--- src/one_shot_frame_block_table_unit_defines.svh ---
// Assertion helpers for the one-shot frame block table.
`ifndef ONE_SHOT_FRAME_BLOCK_TABLE_UNIT_DEFINES_SVH
`define ONE_SHOT_FRAME_BLOCK_TABLE_UNIT_DEFINES_SVH

// Same-cycle implication, checked outside reset.
`define OSFBT_ASSERT_NOW(label, clk, rst, ante, cons) \
   label: assert property (@(posedge clk) disable iff (rst) (ante) |-> (cons)) \
      else $error("osfbt: same-cycle check failed");

// Next-cycle implication, checked outside reset.
`define OSFBT_ASSERT_NEXT(label, clk, rst, ante, cons) \
   label: assert property (@(posedge clk) disable iff (rst) (ante) |=> (cons)) \
      else $error("osfbt: next-cycle check failed");

`endif

--- src/osfbt_pkg.sv ---
`default_nettype none

package osfbt_pkg;

   localparam int unsigned TABLE_DEPTH_DEF = 16;

   localparam logic OP_ADD   = 1'b0;
   localparam logic OP_CHECK = 1'b1;

   localparam logic STATUS_OK   = 1'b0;
   localparam logic STATUS_FULL = 1'b1;

   localparam int unsigned USED_W = 5;

   typedef struct packed {
      logic        opcode;
      logic [31:0] frame_id;
      logic [3:0]  length_code;
      logic [63:0] frame_data;
   } item_type;

   typedef struct packed {
      logic [31:0] ident;
      logic [3:0]  length;
      logic [63:0] bytes;
   } entry_type;

   typedef struct packed {
      logic              blocked;
      logic              status;
      logic [USED_W-1:0] entries_used;
   } res_type;

   function automatic int unsigned idx_width(int unsigned depth);
      return (depth > 1) ? $clog2(depth) : 1;
   endfunction

   function automatic int unsigned cnt_width(int unsigned depth);
      return $clog2(depth + 1);
   endfunction

   // Bytes at or above the length code are don't-care; codes above eight keep all bytes.
   function automatic logic [63:0] byte_mask(logic [3:0] len);
      logic [63:0] m;
      m = '0;
      for (int b = 0; b < 8; b++) begin
         m[8*b +: 8] = (len > 4'(b)) ? 8'hFF : 8'h00;
      end
      return m;
   endfunction

   function automatic logic entry_match(entry_type e, item_type it);
      return (e.ident == it.frame_id) && (e.length == it.length_code) &&
             (((e.bytes ^ it.frame_data) & byte_mask(it.length_code)) == 64'd0);
   endfunction

endpackage

`default_nettype wire

--- src/osfbt_req_if.sv ---
`default_nettype none

interface osfbt_req_if;
   logic        valid;
   logic        ready;
   logic        opcode;
   logic [31:0] frame_id;
   logic [3:0]  length_code;
   logic [63:0] frame_data;

   modport source (output valid, output opcode, output frame_id, output length_code,
                   output frame_data, input ready);
   modport sink   (input valid, input opcode, input frame_id, input length_code,
                   input frame_data, output ready);
endinterface

`default_nettype wire

--- src/osfbt_rsp_if.sv ---
`default_nettype none

interface osfbt_rsp_if;
   logic       valid;
   logic       ready;
   logic       blocked;
   logic       status;
   logic [4:0] entries_used;

   modport source (output valid, output blocked, output status, output entries_used,
                   input ready);
   modport sink   (input valid, input blocked, input status, input entries_used,
                   output ready);
endinterface

`default_nettype wire

--- src/osfbt_ram.sv ---
`default_nettype none

module osfbt_ram #(
   parameter int unsigned WIDTH = 8,
   parameter int unsigned DEPTH = 16
) (
   input  wire logic                                   clock,
   input  wire logic                                   wr_en,
   input  wire logic [osfbt_pkg::idx_width(DEPTH)-1:0] wr_addr,
   input  wire logic [WIDTH-1:0]                       wr_data,
   input  wire logic                                   rd_en,
   input  wire logic [osfbt_pkg::idx_width(DEPTH)-1:0] rd_addr,
   output logic      [WIDTH-1:0]                       rd_data
);
   logic [WIDTH-1:0] mem_ff [DEPTH];
   logic [WIDTH-1:0] rd_data_ff;

   always_ff @(posedge clock) begin
      if (wr_en) begin
         mem_ff[wr_addr] <= wr_data;
      end
      if (rd_en) begin
         rd_data_ff <= mem_ff[rd_addr];
      end
   end

   assign rd_data = rd_data_ff;

endmodule

`default_nettype wire

--- src/osfbt_ctrl.sv ---
`default_nettype none

module osfbt_ctrl #(
   parameter int unsigned TABLE_DEPTH = osfbt_pkg::TABLE_DEPTH_DEF
) (
   input  wire logic                                         clock,
   input  wire logic                                         reset,
   input  wire logic                                         start,
   input  wire osfbt_pkg::item_type                          item,
   output logic                                              idle,
   output logic                                              res_valid,
   output osfbt_pkg::res_type                                res,
   input  wire logic                                         res_take,
   output logic                                              ram_wr_en,
   output logic      [osfbt_pkg::idx_width(TABLE_DEPTH)-1:0] ram_wr_addr,
   output osfbt_pkg::entry_type                              ram_wr_data,
   output logic                                              ram_rd_en,
   output logic      [osfbt_pkg::idx_width(TABLE_DEPTH)-1:0] ram_rd_addr,
   input  wire osfbt_pkg::entry_type                         ram_rd_data
);
   import osfbt_pkg::*;

   localparam int unsigned IDX_W = idx_width(TABLE_DEPTH);
   localparam int unsigned CNT_W = cnt_width(TABLE_DEPTH);
   localparam logic [IDX_W-1:0] IDX_LAST = IDX_W'(TABLE_DEPTH - 1);

   typedef enum logic [1:0] {ST_IDLE, ST_SCAN, ST_DONE} state_type;

   state_type              state_ff, state_in;
   item_type               item_ff, item_in;
   logic [IDX_W-1:0]       idx_ff, idx_in;
   logic                   issue_ff, issue_in;
   logic                   cmp_vld_ff, cmp_vld_in;
   logic [IDX_W-1:0]       cmp_idx_ff, cmp_idx_in;
   logic [TABLE_DEPTH-1:0] valid_ff, valid_in;
   logic [CNT_W-1:0]       used_ff, used_in;
   logic                   blocked_ff, blocked_in;
   logic                   status_ff, status_in;
   logic                   hit;

   always_comb begin
      state_in   = state_ff;
      item_in    = item_ff;
      idx_in     = idx_ff;
      issue_in   = issue_ff;
      cmp_vld_in = 1'b0;
      cmp_idx_in = cmp_idx_ff;
      valid_in   = valid_ff;
      used_in    = used_ff;
      blocked_in = blocked_ff;
      status_in  = status_ff;
      ram_wr_en  = 1'b0;
      ram_rd_en  = 1'b0;
      hit        = cmp_vld_ff && valid_ff[cmp_idx_ff] && entry_match(ram_rd_data, item_ff);
      case (state_ff)
         ST_IDLE: begin
            if (start) begin
               item_in  = item;
               idx_in   = '0;
               issue_in = 1'b1;
               state_in = ST_SCAN;
            end
         end
         ST_SCAN: begin
            if (item_ff.opcode == OP_ADD) begin
               // Take the lowest free entry; no table read needed.
               if (!valid_ff[idx_ff]) begin
                  ram_wr_en        = 1'b1;
                  valid_in[idx_ff] = 1'b1;
                  used_in          = CNT_W'(used_ff + 1'b1);
                  blocked_in       = 1'b0;
                  status_in        = STATUS_OK;
                  state_in         = ST_DONE;
               end else if (idx_ff == IDX_LAST) begin
                  blocked_in = 1'b0;
                  status_in  = STATUS_FULL;
                  state_in   = ST_DONE;
               end else begin
                  idx_in = IDX_W'(idx_ff + 1'b1);
               end
            end else begin
               if (hit) begin
                  valid_in[cmp_idx_ff] = 1'b0;
                  used_in              = CNT_W'(used_ff - 1'b1);
                  blocked_in           = 1'b1;
                  status_in            = STATUS_OK;
                  state_in             = ST_DONE;
               end else if (cmp_vld_ff && (cmp_idx_ff == IDX_LAST)) begin
                  blocked_in = 1'b0;
                  status_in  = STATUS_OK;
                  state_in   = ST_DONE;
               end else if (issue_ff) begin
                  ram_rd_en  = 1'b1;
                  cmp_vld_in = 1'b1;
                  cmp_idx_in = idx_ff;
                  if (idx_ff == IDX_LAST) begin
                     issue_in = 1'b0;
                  end else begin
                     idx_in = IDX_W'(idx_ff + 1'b1);
                  end
               end
            end
         end
         ST_DONE: begin
            if (res_take) begin
               state_in = ST_IDLE;
            end
         end
         default: begin
            state_in = ST_IDLE;
         end
      endcase
   end

   always_ff @(posedge clock) begin
      if (reset) begin
         state_ff   <= ST_IDLE;
         cmp_vld_ff <= 1'b0;
         issue_ff   <= 1'b0;
         valid_ff   <= '0;
         used_ff    <= '0;
      end else begin
         state_ff   <= state_in;
         cmp_vld_ff <= cmp_vld_in;
         issue_ff   <= issue_in;
         valid_ff   <= valid_in;
         used_ff    <= used_in;
      end
      item_ff    <= item_in;
      idx_ff     <= idx_in;
      cmp_idx_ff <= cmp_idx_in;
      blocked_ff <= blocked_in;
      status_ff  <= status_in;
   end

   assign idle              = (state_ff == ST_IDLE);
   assign res_valid         = (state_ff == ST_DONE);
   assign res.blocked       = blocked_ff;
   assign res.status        = status_ff;
   assign res.entries_used  = USED_W'(used_ff);
   assign ram_wr_addr       = idx_ff;
   assign ram_rd_addr       = idx_ff;
   assign ram_wr_data.ident  = item_ff.frame_id;
   assign ram_wr_data.length = item_ff.length_code;
   assign ram_wr_data.bytes  = item_ff.frame_data;

endmodule

`default_nettype wire

--- src/one_shot_frame_block_table_unit.sv ---
// One-shot frame block table.
// req_chan carries one beat per item: opcode (add or check), frame_id, length_code and
// frame_data. rsp_chan returns exactly one beat per item, in order: blocked, status
// and entries_used (valid entries after the item, modulo 32).
// An add stores the frame in the lowest free entry or answers status full. A check
// compares the frame with the valid entries and drops the first one that matches.
// Timing: an add walks the valid bits one entry per cycle until it finds a free slot;
// a check reads the entry memory one entry per cycle (one read port, registered read
// data) and compares in the next cycle. The next request beat is taken in the cycle
// the response appears.
// Only one item is in flight, so table writes never overlap a later read.
// Reset clears all valid bits and the used count at once; entry contents need no clear.
// A stalled response holds in the output register; the next item may be accepted and
// scanned, and its result waits in the controller until the register frees up.
`default_nettype none

`include "one_shot_frame_block_table_unit_defines.svh"

module one_shot_frame_block_table_unit #(
   parameter int unsigned TABLE_DEPTH = osfbt_pkg::TABLE_DEPTH_DEF
) (
   input wire logic  clock,
   input wire logic  reset,
   osfbt_req_if.sink   req_chan,
   osfbt_rsp_if.source rsp_chan
);
   import osfbt_pkg::*;

   localparam int unsigned IDX_W = idx_width(TABLE_DEPTH);

   // Controller <-> entry memory
   logic             ram_wr_en;
   logic [IDX_W-1:0] ram_wr_addr;
   entry_type        ram_wr_data;
   logic             ram_rd_en;
   logic [IDX_W-1:0] ram_rd_addr;
   entry_type        ram_rd_data;

   // Controller handshake
   logic     ctrl_idle;
   logic     start;
   item_type item;
   logic     res_valid;
   res_type  res;
   logic     res_take;

   // Output register
   logic    rsp_valid_ff, rsp_valid_in;
   res_type rsp_res_ff;

   // Take a request beat only while no item is being worked on.
   assign req_chan.ready   = ctrl_idle;
   assign start            = req_chan.valid && req_chan.ready;
   assign item.opcode      = req_chan.opcode;
   assign item.frame_id    = req_chan.frame_id;
   assign item.length_code = req_chan.length_code;
   assign item.frame_data  = req_chan.frame_data;

   osfbt_ram #(
      .WIDTH ($bits(entry_type)),
      .DEPTH (TABLE_DEPTH)
   ) u_entry_ram (
      .clock   (clock),
      .wr_en   (ram_wr_en),
      .wr_addr (ram_wr_addr),
      .wr_data (ram_wr_data),
      .rd_en   (ram_rd_en),
      .rd_addr (ram_rd_addr),
      .rd_data (ram_rd_data)
   );

   osfbt_ctrl #(
      .TABLE_DEPTH (TABLE_DEPTH)
   ) u_ctrl (
      .clock       (clock),
      .reset       (reset),
      .start       (start),
      .item        (item),
      .idle        (ctrl_idle),
      .res_valid   (res_valid),
      .res         (res),
      .res_take    (res_take),
      .ram_wr_en   (ram_wr_en),
      .ram_wr_addr (ram_wr_addr),
      .ram_wr_data (ram_wr_data),
      .ram_rd_en   (ram_rd_en),
      .ram_rd_addr (ram_rd_addr),
      .ram_rd_data (ram_rd_data)
   );

   // Advance the finished result into the output register when it is empty or draining.
   assign res_take = res_valid && (!rsp_valid_ff || rsp_chan.ready);

   always_comb begin
      rsp_valid_in = rsp_valid_ff;
      if (res_take) begin
         rsp_valid_in = 1'b1;
      end else if (rsp_chan.ready) begin
         rsp_valid_in = 1'b0;
      end
   end

   always_ff @(posedge clock) begin
      if (reset) begin
         rsp_valid_ff <= 1'b0;
      end else begin
         rsp_valid_ff <= rsp_valid_in;
      end
   end

   // Hold the payload while stalled.
   always_ff @(posedge clock) begin
      if (res_take) begin
         rsp_res_ff <= res;
      end
   end

   assign rsp_chan.valid        = rsp_valid_ff;
   assign rsp_chan.blocked      = rsp_res_ff.blocked;
   assign rsp_chan.status       = rsp_res_ff.status;
   assign rsp_chan.entries_used = rsp_res_ff.entries_used;

   // A refused add means every entry was in use.
   `OSFBT_ASSERT_NOW(a_full_means_all_used, clock, reset,
                     rsp_valid_ff && (rsp_res_ff.status == STATUS_FULL),
                     rsp_res_ff.entries_used == USED_W'(TABLE_DEPTH))

   // An item never both blocks and gets refused.
   `OSFBT_ASSERT_NOW(a_blocked_excl_full, clock, reset,
                     rsp_valid_ff && rsp_res_ff.blocked,
                     rsp_res_ff.status == STATUS_OK)

   // A new request is never taken while a finished result is still pending.
   `OSFBT_ASSERT_NOW(a_no_accept_with_result, clock, reset, req_chan.ready, !res_valid)

   // A handed-over result is presented on the next cycle.
   `OSFBT_ASSERT_NEXT(a_take_shows_rsp, clock, reset, res_take, rsp_valid_ff)

endmodule

`default_nettype wire

--- src/flat_wrapper.sv ---
// flat-port wrapper written by rule: the top's interface ports become plain ports
module one_shot_frame_block_table_unit_flat import osfbt_pkg::*;
#(
   parameter int unsigned TABLE_DEPTH = osfbt_pkg::TABLE_DEPTH_DEF
)
  (clock, reset, req_chan_valid, req_chan_opcode, req_chan_frame_id, req_chan_length_code, req_chan_frame_data, req_chan_ready, rsp_chan_valid, rsp_chan_blocked, rsp_chan_status, rsp_chan_entries_used, rsp_chan_ready);
  osfbt_req_if req_chan_i ();
  osfbt_rsp_if rsp_chan_i ();
  input wire logic clock;
  input wire logic reset;
  input wire logic [$bits(req_chan_i.valid)-1:0] req_chan_valid;
  input wire logic [$bits(req_chan_i.opcode)-1:0] req_chan_opcode;
  input wire logic [$bits(req_chan_i.frame_id)-1:0] req_chan_frame_id;
  input wire logic [$bits(req_chan_i.length_code)-1:0] req_chan_length_code;
  input wire logic [$bits(req_chan_i.frame_data)-1:0] req_chan_frame_data;
  output wire logic [$bits(req_chan_i.ready)-1:0] req_chan_ready;
  output wire logic [$bits(rsp_chan_i.valid)-1:0] rsp_chan_valid;
  output wire logic [$bits(rsp_chan_i.blocked)-1:0] rsp_chan_blocked;
  output wire logic [$bits(rsp_chan_i.status)-1:0] rsp_chan_status;
  output wire logic [$bits(rsp_chan_i.entries_used)-1:0] rsp_chan_entries_used;
  input wire logic [$bits(rsp_chan_i.ready)-1:0] rsp_chan_ready;
  assign req_chan_i.valid = req_chan_valid;
  assign req_chan_i.opcode = req_chan_opcode;
  assign req_chan_i.frame_id = req_chan_frame_id;
  assign req_chan_i.length_code = req_chan_length_code;
  assign req_chan_i.frame_data = req_chan_frame_data;
  assign req_chan_ready = req_chan_i.ready;
  assign rsp_chan_valid = rsp_chan_i.valid;
  assign rsp_chan_blocked = rsp_chan_i.blocked;
  assign rsp_chan_status = rsp_chan_i.status;
  assign rsp_chan_entries_used = rsp_chan_i.entries_used;
  assign rsp_chan_i.ready = rsp_chan_ready;
  one_shot_frame_block_table_unit #(.TABLE_DEPTH(TABLE_DEPTH)) u_core (.clock(clock), .reset(reset), .req_chan(req_chan_i), .rsp_chan(rsp_chan_i));
endmodule
--- config.mk ---
export PLATFORM = sky130hd
export DESIGN_NAME = one_shot_frame_block_table_unit_flat
export DESIGN_NICKNAME = d
export VERILOG_FILES = /design/src/osfbt_pkg.sv /design/src/osfbt_req_if.sv /design/src/osfbt_rsp_if.sv /design/src/osfbt_ram.sv /design/src/osfbt_ctrl.sv /design/src/one_shot_frame_block_table_unit.sv /design/src/flat_wrapper.sv
export VERILOG_INCLUDE_DIRS = /design/src /design/src/src
export SDC_FILE = /design/constraint.sdc
export NUM_CORES = 2
export LEC_CHECK = 0
export BUFFER_PORTS_ARGS = -buffer_cell sky130_fd_sc_hd__buf_2
export CAP_MARGIN = 20
export CORE_MARGIN = 8
export CORE_UTILIZATION = 60
export DETAILED_ROUTE_END_ITERATION = 10
export PLACE_DENSITY = 0.77
export SLEW_MARGIN = 20
export SYNTH_ARGS = -nofsm -noshare
export SYNTH_HDL_FRONTEND = slang
export SYNTH_SLANG_ARGS = --single-unit
--- constraint.sdc ---
create_clock -name clock -period 9.1 [get_ports clock]
set_input_delay 1.82 -clock clock [delete_from_list [all_inputs] [get_ports clock]]
set_output_delay 1.82 -clock clock [all_outputs]
set_load 0.01 [all_outputs]
-- Word level (Yosys, flattened, before mapping)
Memories as Yosys holds them, arrays and structs flattened. A register that Yosys moved wholly into a read port is not among the register bits.
Index checks and enable logic that the tools add are counted.
- magnitude comparators: 12
- multiplexer cells: 66
- reductions and logical operators: 22
- bitwise logic cells: 7
- add/sub/neg operators: 3
- eq/ne operators: 21
- operators with widths (kind ; count):
    $and A64 B64 Y64 ; 1
    $logic_not A64 Y1 ; 1
    $mux W8 ; 8
    $xor A64 B64 Y64 ; 1
    $mux W16 ; 3
    $eq A32 B32 Y1 ; 1
    $mux W1 ; 31
    $mux W4 ; 7
    $and A16 B16 Y16 ; 1
    $gt A4 B3 Y1 const B ; 4
    $not A16 Y16 ; 1
    $or A16 B16 Y16 ; 1
    $mux W5 ; 3
    $mux W2 ; 7
    $ne A2 B2 Y1 const B ; 6
    $ne A3 B3 Y1 const B ; 4
    $lt A4 B5 Y1 const B ; 2
    $reduce_and A5 Y1 ; 2
    $logic_and A1 B1 Y1 ; 9
    $bmux W1 S4 ; 2
    $demux W1 S4 ; 2
    $eq A4 B4 Y1 const B ; 2
    $ge A4 B1 Y1 const B ; 2
    $gt A4 B1 Y1 const B ; 2
    23 further kinds ; 28
- bits of input ports: 105
- logic and storage cells: 149
- register bits: 144
- bits in writable memories: 1600
- memories: 1
- output and inout bits: 9
- memories (name ; words ; bits a word ; rd ports ; clocked after Yosys merged registers in ; wr ports ; line ; text):
    u_core.u_entry_ram.mem_ff ; 16 ; 100 ; 1 ; 1 ; 1 ; osfbt_ram.sv:15 ; logic [WIDTH-1:0] mem_ff [DEPTH];

-- Logic depth before layout (Yosys ltp)
- depth in word-level cells: 9
- gate-level depth with buffers: 9
- mapped depth without buffers: 8

-- Hierarchy
Synthesis repeated with hierarchy kept, for this count alone.
- cells, all modules: 3176
- area total of the unflattened synthesis: 70282.4 um^2
- by module, submodules not included (module ; area each (um^2) ; cells each ; seq. area each (um^2) ; times used):
    osfbt_ram ; 62779.0 ; 2560 ; 51049.0 ; 1
    osfbt_ctrl ; 7231.9 ; 603 ; 3833.7 ; 1
    one_shot_frame_block_table_unit ; 271.5 ; 13 ; 230.2 ; 1

-- Least setup slack after synthesis
OpenSTA, ideal clock, no wires.
- kind: flip-flop to flip-flop
- start point: reg u_core.u_ctrl.idx_ff[0], in the netlist u_core.u_ctrl.ram_rd_addr[0]
- end point: reg u_core.u_ctrl.valid_ff[2]
- library setup time: 0.077 ns
- clock period less this slack: 6.910 ns
- stages on the path, launching flop included: 8
- buffers on the path: 1
- data arrival time: 6.833 ns
- data required time: 9.023 ns
- path slack: 2.190 ns
- path through: edfxtp_1 buf_2 mux4_2 mux4_2 nor2_4 nand2_1 nor2_1 o221a_2
- longest elaborated chain between the ends: 7
- elaborated cells between the ends (all ways): 12
- those cells by class: order compare: 2; eq/ne: 1; mux: 6; bitwise: 1; reduce/logical: 2
- ends and longest elaborated chain (what ; line ; text):
    start: declaration ; osfbt_ctrl.sv:31 ; logic [IDX_W-1:0] idx_ff, idx_in;
    start signal: assignment ; osfbt_ctrl.sv:130 ; idx_ff <= idx_in;
    $lt A4 B5 Y1 (not written as such) / $ge A4 B1 Y1 (equally long branches) ; osfbt_ctrl.sv:69 ; valid_in[idx_ff] = 1'b1;
    $logic_and A1 B1 Y1 (not written as such) ; osfbt_ctrl.sv:69 ;
    $mux W1 (not written as such) ; osfbt_ctrl.sv:69 ;
    $demux W1 S4 ; osfbt_ctrl.sv:69 ;
    $or A16 B16 Y16 (no line) ; n/a ;
    $mux W16 ; osfbt_ctrl.sv:67 ; if (!valid_ff[idx_ff]) begin
    $mux W16 ; osfbt_ctrl.sv:65 ; if (item_ff.opcode == OP_ADD) begin
    end signal: assignment ; osfbt_ctrl.sv:126 ; valid_ff <= valid_in;
    end: declaration ; osfbt_ctrl.sv:35 ; logic [TABLE_DEPTH-1:0] valid_ff, valid_in;
Several ways; a longest one is shown, not always the timed one. The select of a mux whose other input is x is not followed.
A chain may end at the register's enable or synchronous reset.

-- Final worst setup path
- start point: reg u_core.u_ctrl.idx_ff[1], in the netlist u_core.u_ctrl.ram_rd_addr[1]
- end point: mem u_core.u_entry_ram.mem_ff[10][44] in the netlist's numbering, enable pin
- longest elaborated chain between the ends: 7
- ends and longest elaborated chain (what ; line ; text):
    $bmux W1 S4 ; osfbt_ctrl.sv:67 ;
    $mux W1 (not written as such) ; osfbt_ctrl.sv:67 ;
    $mux W1 ; osfbt_ctrl.sv:67 ;
    $mux W1 ; osfbt_ctrl.sv:65 ;
    $mux W1 ; osfbt_ctrl.sv:55 ; case (state_ff)
    $mux W1 ; osfbt_ram.sv:19 ; if (wr_en) begin
    $mux W1 (not written as such) ; osfbt_ram.sv:20 ; mem_ff[wr_addr] <= wr_data;
    end: declaration ; osfbt_ram.sv:15 ;
Several ways; a longest one is shown, not always the timed one. The select of a mux whose other input is x is not followed.

==> results.json <==
{
  "run_status": "finished clean",
  "syn_area_um2": 69400,
  "detail_route.iter0.violations": 4320,
  "fmax_mhz": 196,
  "ctsLongestPathBuffers": 3,
  "gp_routability_congestion": 0.809,
  "route.detailed.wl_per_inst_um": 34.9,
  "synth.area.top_cells": "sky130_fd_sc_hd__edfxtp_1 79%, sky130_fd_sc_hd__mux4_2 16%, sky130_fd_sc_hd__xnor2_1 1.3%",
  "hold-path-cell-count": 0,
  "design.core.area_um2": 115000,
  "worst_skew_pair.late_latency_ns": 0.77,
  "post_drt_via_cell_ratio": 6.84,
  "timing.final.crit_share_pct": 56.1,
  "holdCritStartpoint": "u_core.u_ctrl.status_ff",
  "timing.final.crit_period_ns": 5.10,
  "static_power_due_to_leakage_nw": 23.9,
  "post_synth_inst_count": 2805,
  "grt.overflow.total": 0,
  "die_height_um": 356,
  "post-dp-hpwl_mm": 72.8,
  "cts_buffers": 174,
  "final.setup.tns_ns": 0,
  "post_synth_num_cell_types": 49,
  "cts-hold-fix-buffers": 0,
  "ys.flop_type": "sky130_fd_sc_hd__edfxtp_1",
  "p_total_mw": 17.8,
  "critical_path_capture_point_type": "register",
  "io_pins": 114,
  "power.share.combinational_pct": 6.5,
  "clock_tree.htree_level_count": 4,
  "drc": 0,
  "crit_required_ns": 9.47,
  "die_x_um": 356,
  "antenna_found_initial": 3,
  "postCtsResizedCells": 0,
  "synth_enable_flop_cells": 1818,
  "critPathArrivalTime_ns": 5.48,
  "via_count_of_the_first_global_routing_pass": 33208,
  "seq_total_area_yosys_pct": 79.5,
  "grt_start_max_net_pins": 163,
  "layout-area-overhead-vs-synth_pct": 11.8,
  "critical_path_peak_fanout": 162,
  "clock_sinks": 1844,
  "timing.final.setup_violations": 0,
  "dieArea_um2": 127000,
  "critPathLaunch": "u_core.u_ctrl.ram_rd_addr[1]",
  "final-hold-violation-count": 0,
  "finalNetCount": 3136,
  "slew_headroom_pct": 24.2,
  "timing.critical_path.cells": "buf_12 > mux4_2 > mux4_2 > nor2_4 > nand2_1 > nor2_4 > buf_4 > buf_4",
  "initial_utilization_pct": 60.6,
  "tightest_slew_ns": 1.13,
  "worst_path_largest_cell_delay_ns": 0.98,
  "cts.repair_timing.setup_buffer_count": 0,
  "synth_fp_nets": 2918,
  "timing.setup.critical_path_class": "reg -> reg",
  "rr_worst_depth": 8,
  "num_vias": 31984,
  "drive_gt1_share_pct": 29.5,
  "synth_async_sr_flop_share_pct": 0,
  "root_buffer": "sky130_fd_sc_hd__clkbuf_16",
  "ys.warnings.count": 0,
  "clockPowerShare_pct": 39.4,
  "post-synth-top-area-fraction_pct": 78.7,
  "power_per_unit_of_standard_cell_area_nw_per_um2": 230,
  "timing.rr.start": "u_core.u_ctrl.ram_rd_addr[1]",
  "syn_avg_cell_area_um2": 24.7,
  "grtUsageTotal_pct": 25.7,
  "power_switching_mw": 3.80,
  "timing_max_transition_violations_final": 0,
  "peakVddDrop_mv": 0.221,
  "post_synth_most_frequent_cells": "1818 x sky130_fd_sc_hd__edfxtp_1, 506 x sky130_fd_sc_hd__mux4_2, 99 x sky130_fd_sc_hd__xnor2_1",
  "switching_share_pct": 21.3,
  "cts_tree": "yes",
  "timing.critical_path.from_type": "register",
  "clkTransAtPathRegs_ns": 0.07,
  "drt.antenna.violating_nets": 0,
  "final.hold.worst_slack_ns": 0.424,
  "min-delay-path-class": "reg -> reg",
  "max_cap_viol_count": 0,
  "fin_worst_skew_ns": 0.0325,
  "floorplan.rows": 124,
  "cell_internal_pwr_mw": 14.0,
  "wirelength_mm": 163,
  "yosysMostFrequentCell": "sky130_fd_sc_hd__edfxtp_1",
  "slowest_stage": "sky130_fd_sc_hd__buf_4",
  "seqPwrFrac_pct": 54.1,
  "rsz0062_at_grt": "false",
  "yosys_register_bits": 1844,
  "numPortBuffers": 113,
  "yosys.area.top_type": "sky130_fd_sc_hd__edfxtp_1",
  "drt-pass1-iter-count": 8,
  "grt_first_pass_wirelength_mm": 233
}
[sequential cells by signal, summed over array words and instances, names as in the netlist, 2 cells and up]
register,flops
u_core.rsp_chan.entries_used,5
u_core.u_ctrl.state_ff,2
u_core.u_ctrl.valid_ff,16
u_core.u_ctrl.cmp_idx_ff,4
u_core.u_entry_ram.rd_data,100
u_core.u_ctrl.ram_rd_addr,4
u_core.u_ctrl.used_ff,5
u_core.u_ctrl.ram_wr_data,100
u_core.u_entry_ram.mem_ff,1600
[layout make-up]
class	instances	area, um2
clock inverter	99	793
antenna	2	5.00
multi-input combinational	833	13900
inverter	10	45.0
fill	6657	36900
tap	1512	1890
clock buffer	217	4670
sequential	1844	55100
timing repair buffer	160	1180
[metrics by stage]
stage          utilization, %  setup WS [ns]  area (um2)  std cells
6_report                 67.7           4.00       77600       4677
5_1_grt                  67.7           3.89       77600       4675
4_1_cts                  67.7           4.07       77500       4672
3_5_place_dp             62.9           4.09       72000       4356
3_3_place_gp             62.9           4.12       72000       4356
2_1_floorplan               -           2.19       69400       2805
[placed cells by master (no fill, tap or decap), drive strengths merged, types with 8 or more instances in the layout]
master | Yosys | routed
edfxtp | 1818 | 1818
mux4 | 509 | 509
clkbuf | 72 | 217
buf | 46 | 160
xnor2 | 99 | 99
clkinv | 1 | 77
nor2 | 34 | 34
nand4 | 31 | 31
dfxtp | 26 | 26
nand2 | 16 | 16
o21ai | 15 | 15
inv | 9 | 15
nand2b | 13 | 13
nand3 | 12 | 12
bufinv | 0 | 12
a21oi | 11 | 11
nor4 | 9 | 9
or3 | 9 | 9
a31oi | 8 | 8
o21a | 8 | 8
[power by group through the flow]
stage                     Clock, mW  Combinational [mW]  Sequential, mW
after global routing           7.40                1.22            9.65
after detailed placement          0                1.13            9.81
after global placement            0                1.11            9.79
final                          7.03                1.15            9.64
after CTS                      7.09                1.16            9.64
after floorplan                   0               0.815            9.77
[metal layers]
layer | global-route usage (%) | up-vias | share of wire (%)
li1 | - | 12511 | -
met1 | 34.6 | 16900 | 36
met2 | 41.8 | 2202 | 50
met4 | 8.63 | 4 | 3.4
met5 | 0 | - | 0.015
met3 | 6.32 | 367 | 10
[critical path: cells and delay by family (launching register included)]
kind,cells,cell delay [ns]
simple gates,3,0.62
mux,2,1.01
buf+inv,3,2.54
flops,1,0.40
[cells by family (layout without fill, tap and decap cells)]
logic type / count (synthesis) / in the layout / synth area share (%)
flops: 1844 / 1844 / 79.5
mux: 514 / 514 / 16.6
simple gates: 151 / 151 / 1.19
buf+inv: 128 / 486 / 0.750
xor+xnor: 101 / 101 / 1.28
compound gates: 59 / 59 / 0.557
fa+ha+maj: 8 / 8 / 0.155
other cells: 0 / 2 / 0
[path summary, 6_finish.rpt]
path / slack [ns] / to
setup / recovery: 4.00 / u_core.u_entry_ram.mem_ff[10][44]
hold / removal: 0.42 / u_core.rsp_chan.status
setup reg to reg: 4.00 / u_core.u_entry_ram.mem_ff[10][44]
hold reg to reg: 0.42 / u_core.rsp_chan.status
No activity file was read; power rests on OpenSTA's default activity.
